[config.mk]
export PLATFORM = sky130hd
export DESIGN_NAME = script_language_lexer_unit
export DESIGN_NICKNAME = d
export VERILOG_FILES = /design/src/rtl/core/slx_pkg.sv /design/src/rtl/core/slx_step.sv /design/src/rtl/core/slx_fifo.sv /design/src/rtl/core/script_language_lexer_unit.sv
export VERILOG_INCLUDE_DIRS = /design/src /design/src/rtl/core
export SDC_FILE = /design/constraint.sdc
export NUM_CORES = 1
export LEC_CHECK = 0
export BUFFER_PORTS_ARGS = -buffer_cell sky130_fd_sc_hd__buf_2
export CAP_MARGIN = 40
export CORE_MARGIN = 5
export CORE_UTILIZATION = 43
export CTS_BUF_LIST = sky130_fd_sc_hd__clkbuf_4
export DETAILED_ROUTE_END_ITERATION = 10
export PLACE_DENSITY = 0.65
export SYNTH_ARGS = -nofsm -noshare
export SYNTH_HDL_FRONTEND = slang
export SYNTH_SLANG_ARGS = --single-unit
[constraint.sdc]
create_clock -name clk -period 19.15 [get_ports clk]
set_input_delay 1.915 -clock clk [delete_from_list [all_inputs] [get_ports clk]]
set_output_delay 1.915 -clock clk [all_outputs]
set_load 0.01 [all_outputs]
[src/rtl/core/script_language_lexer_unit_assert.svh]
// Assertion macros used by the lexer RTL.
`ifndef SCRIPT_LANGUAGE_LEXER_UNIT_ASSERT_SVH
`define SCRIPT_LANGUAGE_LEXER_UNIT_ASSERT_SVH

// Check a property on every clock edge outside reset.
`define SLX_ASSERT(lbl, prop, msg) \
	lbl: assert property (@(posedge clk) disable iff (!arst_n) (prop)) else $error(msg);

// Check that a condition implies another on the next edge.
`define SLX_ASSERT_NEXT(lbl, cond, res, msg) \
	lbl: assert property (@(posedge clk) disable iff (!arst_n) (cond) |=> (res)) \
		else $error(msg);

`endif

[src/rtl/core/slx_pkg.sv]
package slx_pkg;

	localparam int unsigned MAX_SOURCE_BYTES_DEF = 65536;
	localparam int unsigned KEYWORD_CHARS_DEF = 6;
	localparam int unsigned MAX_OUT = 3;
	localparam int unsigned FIFO_DEPTH = 4;
	localparam logic [15:0] LINE_CAP = 16'hFFFF;

	typedef logic [5:0] kind_t;

	localparam kind_t K_LPAREN = 6'd0;
	localparam kind_t K_RPAREN = 6'd1;
	localparam kind_t K_LBRACE = 6'd2;
	localparam kind_t K_RBRACE = 6'd3;
	localparam kind_t K_COMMA = 6'd4;
	localparam kind_t K_DOT = 6'd5;
	localparam kind_t K_MINUS = 6'd6;
	localparam kind_t K_PLUS = 6'd7;
	localparam kind_t K_SEMI = 6'd8;
	localparam kind_t K_SLASH = 6'd9;
	localparam kind_t K_STAR = 6'd10;
	localparam kind_t K_BANG = 6'd11;
	localparam kind_t K_BANG_EQ = 6'd12;
	localparam kind_t K_EQUAL = 6'd13;
	localparam kind_t K_EQUAL_EQ = 6'd14;
	localparam kind_t K_GREATER = 6'd15;
	localparam kind_t K_GREATER_EQ = 6'd16;
	localparam kind_t K_LESS = 6'd17;
	localparam kind_t K_LESS_EQ = 6'd18;
	localparam kind_t K_IDENT = 6'd19;
	localparam kind_t K_STRING = 6'd20;
	localparam kind_t K_NUMBER = 6'd21;
	localparam kind_t K_KW_FIRST = 6'd22;
	localparam kind_t K_END = 6'd38;
	localparam kind_t K_UNTERM = 6'd39;
	localparam kind_t K_BADCHAR = 6'd40;

	typedef enum logic [11:0] {
		M_IDLE    = 12'b0000_0000_0001,
		M_IDENT   = 12'b0000_0000_0010,
		M_INT     = 12'b0000_0000_0100,
		M_INTDOT  = 12'b0000_0000_1000,
		M_FRAC    = 12'b0000_0001_0000,
		M_STRING  = 12'b0000_0010_0000,
		M_COMMENT = 12'b0000_0100_0000,
		M_SLASH   = 12'b0000_1000_0000,
		M_BANG    = 12'b0001_0000_0000,
		M_EQUAL   = 12'b0010_0000_0000,
		M_LESS    = 12'b0100_0000_0000,
		M_GREATER = 12'b1000_0000_0000
	} lex_mode_t;

	typedef struct packed {
		lex_mode_t   mode;
		logic [15:0] start;
		logic [15:0] off;
		logic [15:0] line;
	} lex_state_t;

	typedef struct packed {
		kind_t       kind;
		logic [15:0] start;
		logic [15:0] len;
		logic [15:0] line;
		logic [7:0]  bad;
	} token_t;

	// Keywords left-aligned, first character in the top byte.
	localparam logic [47:0] KW_TEXT [16] = '{
		{"and", 24'd0}, {"class", 8'd0}, {"else", 16'd0}, {"false", 8'd0},
		{"for", 24'd0}, {"fun", 24'd0}, {"if", 32'd0}, {"nil", 24'd0},
		{"or", 32'd0}, {"print", 8'd0}, {"return"}, {"super", 8'd0},
		{"this", 16'd0}, {"true", 16'd0}, {"var", 24'd0}, {"while", 8'd0}
	};
	localparam logic [3:0] KW_LEN [16] = '{
		4'd3, 4'd5, 4'd4, 4'd5, 4'd3, 4'd3, 4'd2, 4'd3,
		4'd2, 4'd5, 4'd6, 4'd5, 4'd4, 4'd4, 4'd3, 4'd5
	};

	function automatic kind_t kw_kind(input logic [47:0] pre, input logic [3:0] wlen);
		kind_t k;
		logic [47:0] mask;
		k = K_IDENT;
		for (int i = 0; i < 16; i++) begin
			for (int j = 0; j < 6; j++)
				mask[47 - 8 * j -: 8] = (j < int'(KW_LEN[i])) ? 8'hFF : 8'h00;
			if (wlen == KW_LEN[i] && (pre & mask) == KW_TEXT[i])
				k = K_KW_FIRST + 6'(i);
		end
		return k;
	endfunction

	function automatic logic is_letter(input logic [7:0] c);
		return (c inside {[8'h61:8'h7A], [8'h41:8'h5A], 8'h5F});
	endfunction

	function automatic logic is_num(input logic [7:0] c);
		return (c inside {[8'h30:8'h39]});
	endfunction

	// Distance from one offset to another, zero if negative, saturating.
	function automatic logic [15:0] sat_span(input logic [16:0] from_o, input logic [16:0] to_o);
		logic [16:0] diff;
		diff = to_o - from_o;
		if (to_o < from_o)
			return 16'd0;
		return diff[16] ? 16'hFFFF : diff[15:0];
	endfunction

	function automatic token_t mk_tok(input kind_t k, input logic [15:0] s,
			input logic [15:0] l, input logic [15:0] ln, input logic [7:0] b);
		token_t t;
		t.kind = k;
		t.start = s;
		t.len = l;
		t.line = ln;
		t.bad = b;
		return t;
	endfunction

endpackage

[src/rtl/core/slx_step.sv]
module slx_step #(
	parameter int unsigned KEYWORD_CHARS = 6,
	parameter int unsigned OFFSET_CAP = 65535,
	localparam int unsigned WLW = $clog2(KEYWORD_CHARS + 2),
	localparam int unsigned IW = $clog2(KEYWORD_CHARS)
) (
	input  slx_pkg::lex_state_t st,
	input  logic [WLW-1:0]      wlen_q,
	input  logic [7:0]          pre [KEYWORD_CHARS],
	input  logic [7:0]          c,
	output slx_pkg::lex_state_t nx,
	output logic [WLW-1:0]      wlen_d,
	output logic                pw_en,
	output logic [IW-1:0]       pw_idx,
	output slx_pkg::token_t     tok [slx_pkg::MAX_OUT],
	output logic [1:0]          n_tok
);
	import slx_pkg::*;

	localparam logic [15:0] CAP = 16'(OFFSET_CAP);

	logic        redo;
	logic        ended;
	logic [16:0] p17;
	logic [16:0] p1;
	logic [16:0] s17;
	logic [15:0] d;
	logic [47:0] pre_w;
	kind_t       k;
	logic        have_k;

	always_comb begin
		for (int j = 0; j < 6; j++)
			pre_w[47 - 8 * j -: 8] = pre[j];
	end

	always_comb begin
		redo = 1'b1;
		ended = 1'b0;
		n_tok = 2'd0;
		for (int i = 0; i < int'(MAX_OUT); i++)
			tok[i] = '0;
		nx = st;
		wlen_d = wlen_q;
		pw_en = 1'b0;
		pw_idx = '0;
		k = K_IDENT;
		have_k = 1'b0;
		p17 = {1'b0, st.off};
		p1 = p17 + 17'd1;
		s17 = {1'b0, st.start};
		d = (st.off != 16'd0) ? st.off - 16'd1 : 16'd0;

		// Close or extend the pending token.
		case (st.mode)
			M_IDENT: begin
				if (is_letter(c) || is_num(c)) begin
					if (wlen_q < WLW'(KEYWORD_CHARS)) begin
						pw_en = 1'b1;
						pw_idx = wlen_q[IW-1:0];
						wlen_d = wlen_q + WLW'(1);
					end else begin
						wlen_d = WLW'(KEYWORD_CHARS + 1);
					end
					redo = 1'b0;
				end else begin
					tok[n_tok] = mk_tok(kw_kind(pre_w, 4'(wlen_q)), st.start,
						sat_span(s17, p17), st.line, 8'd0);
					n_tok = n_tok + 2'd1;
				end
			end
			M_INT: begin
				if (is_num(c)) begin
					redo = 1'b0;
				end else if (c == 8'h2E) begin
					nx.mode = M_INTDOT;
					redo = 1'b0;
				end else begin
					tok[n_tok] = mk_tok(K_NUMBER, st.start, sat_span(s17, p17), st.line, 8'd0);
					n_tok = n_tok + 2'd1;
				end
			end
			M_INTDOT: begin
				if (is_num(c)) begin
					nx.mode = M_FRAC;
					redo = 1'b0;
				end else begin
					tok[0] = mk_tok(K_NUMBER, st.start, sat_span(s17, {1'b0, d}),
						st.line, 8'd0);
					tok[1] = mk_tok(K_DOT, d, 16'd1, st.line, 8'd0);
					n_tok = 2'd2;
				end
			end
			M_FRAC: begin
				if (is_num(c)) begin
					redo = 1'b0;
				end else begin
					tok[n_tok] = mk_tok(K_NUMBER, st.start, sat_span(s17, p17), st.line, 8'd0);
					n_tok = n_tok + 2'd1;
				end
			end
			M_STRING: begin
				if (c == 8'h22) begin
					tok[n_tok] = mk_tok(K_STRING, st.start, sat_span(s17, p1), st.line, 8'd0);
					n_tok = n_tok + 2'd1;
					nx.mode = M_IDLE;
					redo = 1'b0;
				end else if (c == 8'h00) begin
					tok[n_tok] = mk_tok(K_UNTERM, st.start, sat_span(s17, p17), st.line, 8'd0);
					n_tok = n_tok + 2'd1;
				end else begin
					if (c == 8'h0A && st.line < LINE_CAP)
						nx.line = st.line + 16'd1;
					redo = 1'b0;
				end
			end
			M_COMMENT: begin
				if (c != 8'h0A && c != 8'h00)
					redo = 1'b0;
			end
			M_SLASH: begin
				if (c == 8'h2F) begin
					nx.mode = M_COMMENT;
					redo = 1'b0;
				end else begin
					tok[n_tok] = mk_tok(K_SLASH, st.start, sat_span(s17, p17), st.line, 8'd0);
					n_tok = n_tok + 2'd1;
				end
			end
			M_BANG, M_EQUAL, M_LESS, M_GREATER: begin
				k = (st.mode == M_BANG) ? K_BANG : (st.mode == M_EQUAL) ? K_EQUAL :
					(st.mode == M_LESS) ? K_LESS : K_GREATER;
				if (c == 8'h3D) begin
					tok[n_tok] = mk_tok(k + 6'd1, st.start, sat_span(s17, p1), st.line, 8'd0);
					n_tok = n_tok + 2'd1;
					nx.mode = M_IDLE;
					redo = 1'b0;
				end else begin
					tok[n_tok] = mk_tok(k, st.start, sat_span(s17, p17), st.line, 8'd0);
					n_tok = n_tok + 2'd1;
				end
			end
			default: ;
		endcase

		// Start a new token from this byte.
		if (redo) begin
			nx.mode = M_IDLE;
			nx.start = st.off;
			case (c) inside
				8'h00: begin
					tok[n_tok] = mk_tok(K_END, st.off, 16'd0, st.line, 8'd0);
					n_tok = n_tok + 2'd1;
					nx.start = 16'd0;
					nx.off = 16'd0;
					nx.line = 16'd1;
					wlen_d = '0;
					ended = 1'b1;
				end
				8'h20, 8'h0D, 8'h09: ;
				8'h0A: if (st.line < LINE_CAP) nx.line = st.line + 16'd1;
				8'h2F: nx.mode = M_SLASH;
				8'h21: nx.mode = M_BANG;
				8'h3D: nx.mode = M_EQUAL;
				8'h3C: nx.mode = M_LESS;
				8'h3E: nx.mode = M_GREATER;
				8'h22: nx.mode = M_STRING;
				8'h28: begin k = K_LPAREN; have_k = 1'b1; end
				8'h29: begin k = K_RPAREN; have_k = 1'b1; end
				8'h7B: begin k = K_LBRACE; have_k = 1'b1; end
				8'h7D: begin k = K_RBRACE; have_k = 1'b1; end
				8'h2C: begin k = K_COMMA; have_k = 1'b1; end
				8'h2E: begin k = K_DOT; have_k = 1'b1; end
				8'h2D: begin k = K_MINUS; have_k = 1'b1; end
				8'h2B: begin k = K_PLUS; have_k = 1'b1; end
				8'h3B: begin k = K_SEMI; have_k = 1'b1; end
				8'h2A: begin k = K_STAR; have_k = 1'b1; end
				default: begin
					if (is_letter(c)) begin
						nx.mode = M_IDENT;
						pw_en = 1'b1;
						pw_idx = '0;
						wlen_d = WLW'(1);
					end else if (is_num(c)) begin
						nx.mode = M_INT;
					end else begin
						tok[n_tok] = mk_tok(K_BADCHAR, st.off, 16'd1, st.line, c);
						n_tok = n_tok + 2'd1;
					end
				end
			endcase
			if (have_k) begin
				tok[n_tok] = mk_tok(k, st.off, 16'd1, st.line, 8'd0);
				n_tok = n_tok + 2'd1;
			end
		end

		if (!ended)
			nx.off = (st.off < CAP) ? st.off + 16'd1 : CAP;
	end

endmodule

[src/rtl/core/slx_fifo.sv]
module slx_fifo (
	input  logic            clk,
	input  logic            arst_n,
	input  logic [1:0]      push_n,
	input  slx_pkg::token_t push_tok [slx_pkg::MAX_OUT],
	output logic            room,
	output logic            pop_valid,
	input  logic            pop_ready,
	output slx_pkg::token_t pop_tok,
	output logic            pop_last,
	output logic [2:0]      count
);
	import slx_pkg::*;

	token_t     ent_q [FIFO_DEPTH];
	logic       last_q [FIFO_DEPTH];
	logic [1:0] wptr_q;
	logic [1:0] rptr_q;
	logic [2:0] cnt_q;
	logic       pop;

	assign pop = pop_valid && pop_ready;
	assign pop_valid = (cnt_q != 3'd0);
	assign pop_tok = ent_q[rptr_q];
	assign pop_last = last_q[rptr_q];
	assign room = (cnt_q <= 3'(FIFO_DEPTH - MAX_OUT));
	assign count = cnt_q;

	// Store payload without reset.
	always_ff @(posedge clk) begin
		for (int i = 0; i < int'(MAX_OUT); i++) begin
			if (i < int'(push_n)) begin
				ent_q[wptr_q + 2'(i)] <= push_tok[i];
				last_q[wptr_q + 2'(i)] <= (i == int'(push_n) - 1);
			end
		end
	end

	always_ff @(posedge clk or negedge arst_n) begin
		if (!arst_n) begin
			wptr_q <= '0;
			rptr_q <= '0;
			cnt_q <= '0;
		end else begin
			wptr_q <= wptr_q + push_n;
			if (pop)
				rptr_q <= rptr_q + 2'd1;
			cnt_q <= cnt_q + {1'b0, push_n} - {2'b0, pop};
		end
	end

endmodule

[src/rtl/core/script_language_lexer_unit.sv]
// Streaming source lexer. Feed one source byte per word on the input channel;
// a zero byte ends the text, emits the end token and returns the lexer to its
// reset state. Each token comes out as one word carrying kind, start offset,
// length, line and the offending byte for bad-character errors; last_of_run
// marks the final token caused by a given input byte. A byte is accepted in
// any cycle while the four-entry token queue has room for three tokens, so
// the block takes one byte per cycle as long as the output side drains; a
// byte that closes a number before a dot and opens a one-character token
// yields three tokens; one token leaves per cycle while out_ready is high.
module script_language_lexer_unit #(
	parameter int unsigned MAX_SOURCE_BYTES = slx_pkg::MAX_SOURCE_BYTES_DEF,
	parameter int unsigned KEYWORD_CHARS = slx_pkg::KEYWORD_CHARS_DEF
) (
	input  logic        clk,
	input  logic        arst_n,
	input  logic        in_valid,
	output logic        in_ready,
	input  logic [7:0]  char_byte,
	output logic        out_valid,
	input  logic        out_ready,
	output logic [5:0]  token_kind,
	output logic [15:0] start_offset,
	output logic [15:0] lexeme_length,
	output logic [15:0] line_number,
	output logic [7:0]  bad_char,
	output logic        last_of_run
);
	import slx_pkg::*;

	`include "script_language_lexer_unit_assert.svh"

	localparam int unsigned OFFSET_CAP =
		(MAX_SOURCE_BYTES - 1 > 65535) ? 65535 : MAX_SOURCE_BYTES - 1;
	localparam int unsigned WLW = $clog2(KEYWORD_CHARS + 2);
	localparam int unsigned IW = $clog2(KEYWORD_CHARS);

	lex_state_t     st_q;
	lex_state_t     st_d;
	logic [WLW-1:0] wlen_q;
	logic [WLW-1:0] wlen_d;
	logic [7:0]     pre_q [KEYWORD_CHARS];
	logic           pw_en;
	logic [IW-1:0]  pw_idx;
	token_t         tok [MAX_OUT];
	logic [1:0]     n_tok;
	logic           acc;
	logic           room;
	logic [2:0]     q_count;
	token_t         head;

	assign acc = in_valid && in_ready;
	assign in_ready = room;

	slx_step #(
		.KEYWORD_CHARS(KEYWORD_CHARS),
		.OFFSET_CAP(OFFSET_CAP)
	) u_step (
		.st(st_q),
		.wlen_q(wlen_q),
		.pre(pre_q),
		.c(char_byte),
		.nx(st_d),
		.wlen_d(wlen_d),
		.pw_en(pw_en),
		.pw_idx(pw_idx),
		.tok(tok),
		.n_tok(n_tok)
	);

	// Push only the tokens of an accepted byte.
	slx_fifo u_fifo (
		.clk(clk),
		.arst_n(arst_n),
		.push_n(acc ? n_tok : 2'd0),
		.push_tok(tok),
		.room(room),
		.pop_valid(out_valid),
		.pop_ready(out_ready),
		.pop_tok(head),
		.pop_last(last_of_run),
		.count(q_count)
	);

	assign token_kind = head.kind;
	assign start_offset = head.start;
	assign lexeme_length = head.len;
	assign line_number = head.line;
	assign bad_char = head.bad;

	// Identifier prefix buffer: entries are read only after being written.
	always_ff @(posedge clk) begin
		if (acc && pw_en)
			pre_q[pw_idx] <= char_byte;
	end

	// Advance lexer state on each accepted byte.
	always_ff @(posedge clk or negedge arst_n) begin
		if (!arst_n) begin
			st_q.mode <= M_IDLE;
			st_q.start <= 16'd0;
			st_q.off <= 16'd0;
			st_q.line <= 16'd1;
			wlen_q <= '0;
		end else if (acc) begin
			st_q <= st_d;
			wlen_q <= wlen_d;
		end
	end

	`SLX_ASSERT(a_queue_bound, q_count <= 3'(FIFO_DEPTH), "token queue overflow")
	`SLX_ASSERT_NEXT(a_end_clears, acc && char_byte == 8'h00,
		st_q.off == 16'd0 && st_q.line == 16'd1 && st_q.mode == M_IDLE,
		"end byte did not restore reset state")
	`SLX_ASSERT_NEXT(a_line_monotonic, acc && char_byte != 8'h00,
		st_q.line >= $past(st_q.line), "line counter went backward")
	`SLX_ASSERT(a_line_nonzero, st_q.line != 16'd0, "line counter reached zero")

endmodule

==> impl_metrics.env, run 1 <==
export IMPL_ant_nets=0
export IMPL_crit_chain="inv_1, ha_1, or3b_2, nor4_1, and3_1, nor2_1, ha_1, nor2b_1, o2111ai_1, and3_1, o31a_1, o21ai_1, o21ai_0, a221oi_1, nor2_1"
export IMPL_yosys_area_top_type="edfxtp_1"
export IMPL_place_gp_congestion=0.9685
export IMPL_crit_slowest_cell="a221oi_1"
export IMPL_synth_cells=2310
export IMPL_synth_seq_area_share_pct=45.05
export IMPL_fin_setup_tns_ns=0
export IMPL_antenna_found_initial=3
export IMPL_firstDrtPassIters=6
export IMPL_synth_top_area_share_pct=37.71
export IMPL_end_kind="flip-flop"
export IMPL_hold_viol_final=0
export IMPL_die_x_um=245.7
export IMPL_rrSetupSlack_ns=12.20
export IMPL_cp_start_kind="flip-flop"
export IMPL_synthToLayoutAreaGrowth_pct=10.69
export IMPL_clk_transition_reported_paths_ns=0.07
export IMPL_syn_num_nets=2393
export IMPL_path_class="flip-flop to flip-flop"
export IMPL_wl_um=74470
export IMPL_cts_htree_levels=3
export IMPL_slew_headroom_pct=31.22
export IMPL_clock_fmax_mhz=143.8
export IMPL_core_area_um2=55090
export IMPL_slew_viol_final=0
export IMPL_power_density_nw_per_um2=135.0
export IMPL_cp_num_buf_inv=1
export IMPL_numCtsBuffers=100
export IMPL_clock_skew_ns=0.08178
export IMPL_hold_class="flip-flop to flip-flop"
export IMPL_cts_tree="done"
export IMPL_fin_nets=2472
export IMPL_wire_per_inst_um=23.07
export IMPL_yosysWarnings=0
export IMPL_p_sw_mw=1.514
export IMPL_power_share_sequential_pct=30.6
export IMPL_cts_path_max_buffers=3
export IMPL_grt_pass1_wl_um=115900
export IMPL_syn_cell_area_um2=23890
export IMPL_numPortBuffers=76
export IMPL_cap_violations=0
export IMPL_netSwitchingFraction_pct=42.39
export IMPL_async_flop_share_pct=18.92
export IMPL_design_area_um2=26440
export IMPL_synth_cell_type_count=97
export IMPL_p_comb_share_pct=48.9
export IMPL_die_height_um=245.7
export IMPL_p_leak_nw=10.05
export IMPL_place_inst=3033
export IMPL_fin_crit_sh_pct=36.31
export IMPL_layout_commonest_cell="edfxtp_1"
export IMPL_crit_fanout=16
export IMPL_finalSetupViolCount=0
export IMPL_grt_pass1_vias=19760
export IMPL_synth_edf_count=300
export IMPL_ctsResizeCount=0
export IMPL_syn_avg_cell_area_um2=10.34
export IMPL_hpwlAfterDp_um=52360
export IMPL_worstMarginPinSlew_ns=1.032
export IMPL_postCtsHoldBufs=0
export IMPL_whs_ns=0.4967
export IMPL_rows=86
export IMPL_rsz0062_at_grt="false"
export IMPL_grt_use_total_pct=24.32
export IMPL_p_int_mw=2.057
export IMPL_grt_overflow=0
export IMPL_fin_cells=3228
export IMPL_grt_max_degree=57
export IMPL_crit_path_max_incr_delay_ns=0.94
export IMPL_cts_root_buffer="clkbuf_4"
export IMPL_drive_gt1_share_pct=16.28
export IMPL_arrival_ns=7.49
export IMPL_drt_first_iter_violations=2365
export IMPL_fp_dieArea_um2=60370
export IMPL_drc=0
export IMPL_synthFlopType="edfxtp_1"
export IMPL_viasPerCell=6.229
export IMPL_insertion_delay_ns=0.89
export IMPL_finalCriticalPeriod_ns=6.953
export IMPL_vias=20106
export IMPL_ios=77
export IMPL_initial_core_util_pct=43.36
export IMPL_cts_setup_buffers=0
export IMPL_cts_sinks=370
export IMPL_ys_ff_latch=370
export IMPL_most_common_layout_cells="300 x edfxtp_1, 183 x a21oi_1, 166 x nor2_1, 163 x o21ai_0, 150 x nand2_1"
export IMPL_status="finished, final reports clean"
export IMPL_ir_worst_vdd_v=0.00008285
export IMPL_placed_area_um2=25070
export IMPL_power_mw=3.571
export IMPL_required_ns=19.68
export IMPL_p_clk_share_pct=20.5
export IMPL_cp_top_family="simple AND/OR/NAND/NOR gates"
export IMPL_synthTopCellsByArea="edfxtp_1 38%, dfrtp_1 7.1%, mux4_2 5.9%"
## metal layers
| layer | vias up | share of wire [%] | track usage [%] |
|---|---|---|---|
| met5 | - | 0 | 0 |
| met4 | 0 | 2.6 | 8.615 |
| met3 | 149 | 9.0 | 4.391 |
| met2 | 1074 | 46 | 37.68 |
| met1 | 9795 | 43 | 34.55 |
| li1 | 9088 | - | - |
## kinds of logic after synthesis
| kind of cell | after synthesis | synth area share (%) |
|---|---|---|
| AOI/OAI and AO/OA | 610 | 16.03 |
| xor gates and xnor gates | 75 | 2.750 |
| adders and majority gates | 73 | 3.928 |
| buffers and inverters | 219 | 3.656 |
| DFF | 370 | 45.05 |
| muxes | 180 | 10.90 |
| and+or+nand+nor | 783 | 17.68 |
## through the flow
stage | util (%) | setup slack, ns
after floorplan | - | 8.471
after global placement | 45.34 | 11.47
after detailed placement | 45.51 | 11.56
after CTS | 47.96 | 12.32
after global routing | 47.99 | 11.82
final | 48.00 | 12.20
## state kept, by name, indices dropped and copies added (netlist names)
register,flops
u_fifo.last_q,4
st_q,60
u_fifo.rptr_q,2
u_fifo.ent_q,248
u_fifo.count,3
u_fifo.wptr_q,2
wlen_q,3
pre_q,48
## worst reg2reg max path, stage by stage (launching register included)
cell,delay [ns]
dfrtp_1,0.63
inv_1,0.42
ha_1,0.25
or3b_2,0.51
nor4_1,0.45
and3_1,0.70
nor2_1,0.28
ha_1,0.40
nor2b_1,0.22
o2111ai_1,0.20
and3_1,0.21
o31a_1,0.34
o21ai_1,0.69
o21ai_0,0.27
a221oi_1,0.94
nor2_1,0.11
## power by group through the flow
stage          sequential [mW]  clock, mW  combinational [mW]
2_1_floorplan             1.02          0                1.29
3_3_place_gp              1.10          0                1.69
3_5_place_dp              1.11          0                1.72
4_1_cts                   1.09      0.753                1.73
5_1_grt                   1.10      0.797                1.91
6_report                  1.09      0.733                1.74
## synthesized netlist by cell type, types with 8 or more instances
| library cell | instances |
|---|---|
| inv_1 | 67 |
| nand2b_1 | 11 |
| a2111oi_0 | 8 |
| mux4_2 | 63 |
| o22ai_1 | 12 |
| buf_1 | 15 |
| xnor2_1 | 56 |
| a21oi_1 | 185 |
| o21a_1 | 17 |
| nor4_1 | 36 |
| nand4_1 | 37 |
| o221ai_1 | 9 |
| dfrtp_1 | 68 |
| and4b_1 | 9 |
| nor3b_1 | 11 |
| or4_1 | 19 |
| ha_1 | 67 |
| o31ai_1 | 16 |
| nand4b_1 | 8 |
| xor2_1 | 19 |
| nor2b_1 | 42 |
| and3_1 | 21 |
| clkbuf_1 | 104 |
| nor3_1 | 42 |
| edfxtp_1 | 300 |
| a211oi_1 | 23 |
| or3_1 | 12 |
| a31oi_1 | 25 |
| a22oi_1 | 11 |
| o211ai_1 | 34 |
| a21o_1 | 24 |
| nand2_1 | 150 |
| and2_1 | 91 |
| nor2_1 | 167 |
| mux2i_1 | 114 |
| buf_2 | 28 |
| o21ai_0 | 163 |
| nand3_1 | 75 |
| nor4bb_1 | 11 |
## area by class of cell
class | count | area (um^2)
Sequential cell | 370 | 10770
Antenna cell | 4 | 10.01
Tap cell | 748 | 935.9
Clock inverter | 42 | 246.5
Timing Repair Buffer | 128 | 782.0
Inverter | 68 | 255.2
Fill cell | 5040 | 28650
Clock buffer | 147 | 1104
Multi-Input combinational cell | 1721 | 12340
## worst paths after layout
check,start,depth (start not counted),to
setup reg to reg,st_q[16],15,u_fifo.ent_q[2][35]
min in group asynchronous,arst_n,1,st_q[58]
hold reg to reg,u_fifo.count[2],1,u_fifo.count[2]
setup / recovery,st_q[16],15,u_fifo.ent_q[2][35]
max in group asynchronous,arst_n,2,st_q[38]
hold / removal,u_fifo.count[2],1,u_fifo.count[2]
Power figures use the tool's default switching activity.
==> run 2: changes to the inputs <==
ABC_AREA = 1   (was default)
PLACE_DENSITY = 0.67   (was 0.65)
clock period = 5.6 ns   (was 19.15 ns; I/O delays follow)
==> impl_metrics.env, run 2 <==
export IMPL_status="finished, final reports clean"
export IMPL_ys_ff_latch=370
export IMPL_path_class="flip-flop to flip-flop"
export IMPL_die_height_um=264.6
export IMPL_drive_gt1_share_pct=9.855
export IMPL_grt_pass1_vias=27023
export IMPL_slew_viol_final=0
export IMPL_drc=0
export IMPL_synth_top_area_share_pct=32.32
export IMPL_synthToLayoutAreaGrowth_pct=9.543
export IMPL_cts_setup_buffers=0
export IMPL_power_mw=19.02
export IMPL_grt_met2_usage_pct=43.99
export IMPL_required_ns=6.19
export IMPL_cp_startpoint="st_q[18]"
export IMPL_wl_um=101200
export IMPL_grt_overflow=0
export IMPL_synth_cell_type_count=54
export IMPL_antenna_found_initial=3
export IMPL_cts_htree_levels=3
export IMPL_initial_core_util_pct=43.32
export IMPL_fin_crit_sh_pct=87.39
export IMPL_cp_common_cell="nand2_1"
export IMPL_seq_area_um2=10770
export IMPL_rr_startpoint="st_q[18]"
export IMPL_hpwlAfterDp_um=69110
export IMPL_synth_seq_area_share_pct=38.61
export IMPL_busiest_layer="met2"
export IMPL_hold_start="char_byte[3]"
export IMPL_ctsResizeCount=0
export IMPL_regMostFlops="u_fifo.ent_q"
export IMPL_ir_worst_vdd_v=0.0003656
export IMPL_syn_avg_cell_area_um2=6.859
export IMPL_drt_first_iter_violations=3398
export IMPL_most_common_layout_cells="1283 x nand2_1, 518 x nor2_1, 459 x nand3_1, 305 x o21ai_0, 300 x edfxtp_1"
export IMPL_end_kind="flip-flop"
export IMPL_largest_register_ffs=248
export IMPL_synthTopCellsByArea="edfxtp_1 32%, nand2_1 17%, nand3_1 8.3%"
export IMPL_core_area_um2=64350
export IMPL_p_leak_nw=14.09
export IMPL_vias=28979
export IMPL_grt_pass1_wl_um=155800
export IMPL_cts_path_max_buffers=3
export IMPL_crit_chain="inv_1, nor3_1, nand3_1, nor2_1, nand4_1, nor3_1, nand2_1, xor2_1, ha_1, a21oi_1, o21ai_0, a21oi_1, nand2_1, nand2_1, nand2_1, inv_1, o21ai_0, nand2_1, nand3_1, nand2_1, nor2_1"
export IMPL_cp_top_family="simple AND/OR/NAND/NOR gates"
export IMPL_numPortBuffers=76
export IMPL_fin_nets=4212
export IMPL_hold_viol_final=0
export IMPL_clock_fmax_mhz=204.3
export IMPL_insertion_delay_ns=0.90
export IMPL_yosysWarnings=0
export IMPL_use_met1_pct=38.30
export IMPL_yosysMostFrequentCell="nand2_1"
export IMPL_yosys_area_top_type="edfxtp_1"
export IMPL_cts_root_buffer="clkbuf_4"
export IMPL_finalSetupViolCount=0
export IMPL_grt_max_degree=84
export IMPL_crit_slowest_cell="dfrtp_1"
export IMPL_place_gp_congestion=1.009
export IMPL_grt_use_met3_pct=4.734
export IMPL_hold_class="input port to flip-flop"
export IMPL_firstDrtPassIters=7
export IMPL_grt_use_total_pct=27.84
export IMPL_power_density_nw_per_um2=623.1
export IMPL_worstMarginPinSlew_ns=0.8425
export IMPL_ios=77
export IMPL_synth_cells=4064
export IMPL_cp_start_kind="flip-flop"
export IMPL_design_area_um2=30530
export IMPL_numCtsBuffers=100
export IMPL_n_fill_cell=6563
export IMPL_cap_violations=0
export IMPL_arrival_ns=5.49
export IMPL_async_flop_share_pct=18.92
export IMPL_syn_num_nets=4147
export IMPL_cts_tree="done"
export IMPL_layout_commonest_cell="nand2_1"
export IMPL_wire_per_inst_um=19.95
export IMPL_rsz0062_at_grt="false"
export IMPL_crit_fanout=9
export IMPL_clk_transition_reported_paths_ns=0.07
export IMPL_crit_path_max_incr_delay_ns=0.61
export IMPL_clock_skew_ns=0.08633
export IMPL_reg_top3="u_fifo.ent_q x248, st_q x60, pre_q x48"
export IMPL_die_x_um=264.6
export IMPL_synth_edf_count=300
export IMPL_synthFlopType="edfxtp_1"
export IMPL_multi_input_area_um2=15080
export IMPL_synthTopCellsByCount="1283 x nand2_1, 521 x nor2_1, 461 x nand3_1"
export IMPL_rows=93
export IMPL_finalCriticalPeriod_ns=4.894
export IMPL_viasPerCell=5.715
export IMPL_ant_nets=0
export IMPL_syn_cell_area_um2=27870
export IMPL_placed_area_um2=29190
export IMPL_cts_sinks=370
export IMPL_cp_num_buf_inv=2
export IMPL_postCtsHoldBufs=3
export IMPL_fp_dieArea_um2=70010
export IMPL_slew_headroom_pct=43.62
## run 2: cell type report
cell class / count / area share (%)
Antenna cell: 5 / 0.04098
Clock buffer: 151 / 3.713
Clock inverter: 33 / 0.5614
Inverter: 322 / 3.963
Multi-Input combinational cell: 3176 / 49.40
Sequential cell: 370 / 35.27
Tap cell: 855 / 3.504
Timing Repair Buffer: 159 / 3.549
## run 2: power by group
part | internal [mW] | total (mW) | switching (mW)
Combinational | 3.65 | 12.1 | 8.46
Sequential | 3.92 | 4.42 | 0.503
Clock | 1.28 | 2.49 | 1.21
## run 2: final timing paths
path	endpoint	cells past startpoint	slack [ns]
min in group asynchronous	st_q[18]	2	0.16
setup reg to reg	u_fifo.ent_q[3][26]	21	0.71
hold reg to reg	u_fifo.count[2]	1	0.47
hold / removal	pre_q[11]	1	0.09
setup / recovery	u_fifo.ent_q[3][26]	21	0.71
max in group asynchronous	u_fifo.rptr_q[0]	3	4.27
## run 2: worst register-to-register path: stages, from the launching register on
cell and delay, ns:
dfrtp_1 0.61, inv_1 0.25, nor3_1 0.35, nand3_1 0.21, nor2_1 0.18, nand4_1 0.16
nor3_1 0.36, nand2_1 0.11, xor2_1 0.22, ha_1 0.33, a21oi_1 0.19, o21ai_0 0.10
a21oi_1 0.17, nand2_1 0.07, nand2_1 0.07, nand2_1 0.18, inv_1 0.27, o21ai_0 0.19
nand2_1 0.12, nand3_1 0.19, nand2_1 0.21, nor2_1 0.07
## run 2: cells by family (layout without fill, tap and decap cells)
kind of cell    Yosys count  in the layout  share of synthesized area (%)
other cells               0              5                              0
flops                   370            370                          38.61
fa+ha+maj                71             71                          3.295
simple gates           2443           2443                          36.73
compound gates          610            610                          12.13
buf+inv                 518            665                          7.591
xor+xnor                 52             52                          1.634
## run 2: per-layer routing
metal  vias to the layer above  share of wire, %
met2                      1526                45
met4                         2               4.0
met1                     13431                42
met5                         -             0.013
li1                      13762                 -
met3                       258               9.8
## run 2: per-stage QoR
stage               instances  setup WS [ns]  hold WS [ns]  util, %  TNS, ns
floorplan                4064        -0.7961        0.2644        -  -200.60
global placement         4878         0.8496        0.4590    45.31        0
detailed placement       4879         0.8067        0.4672    45.36        0
CTS                      5066         0.8366       0.02629    47.43        0
global route             5070         0.4153       0.02795    47.45        0
finish                   5071         0.7059       0.09101    47.45        0
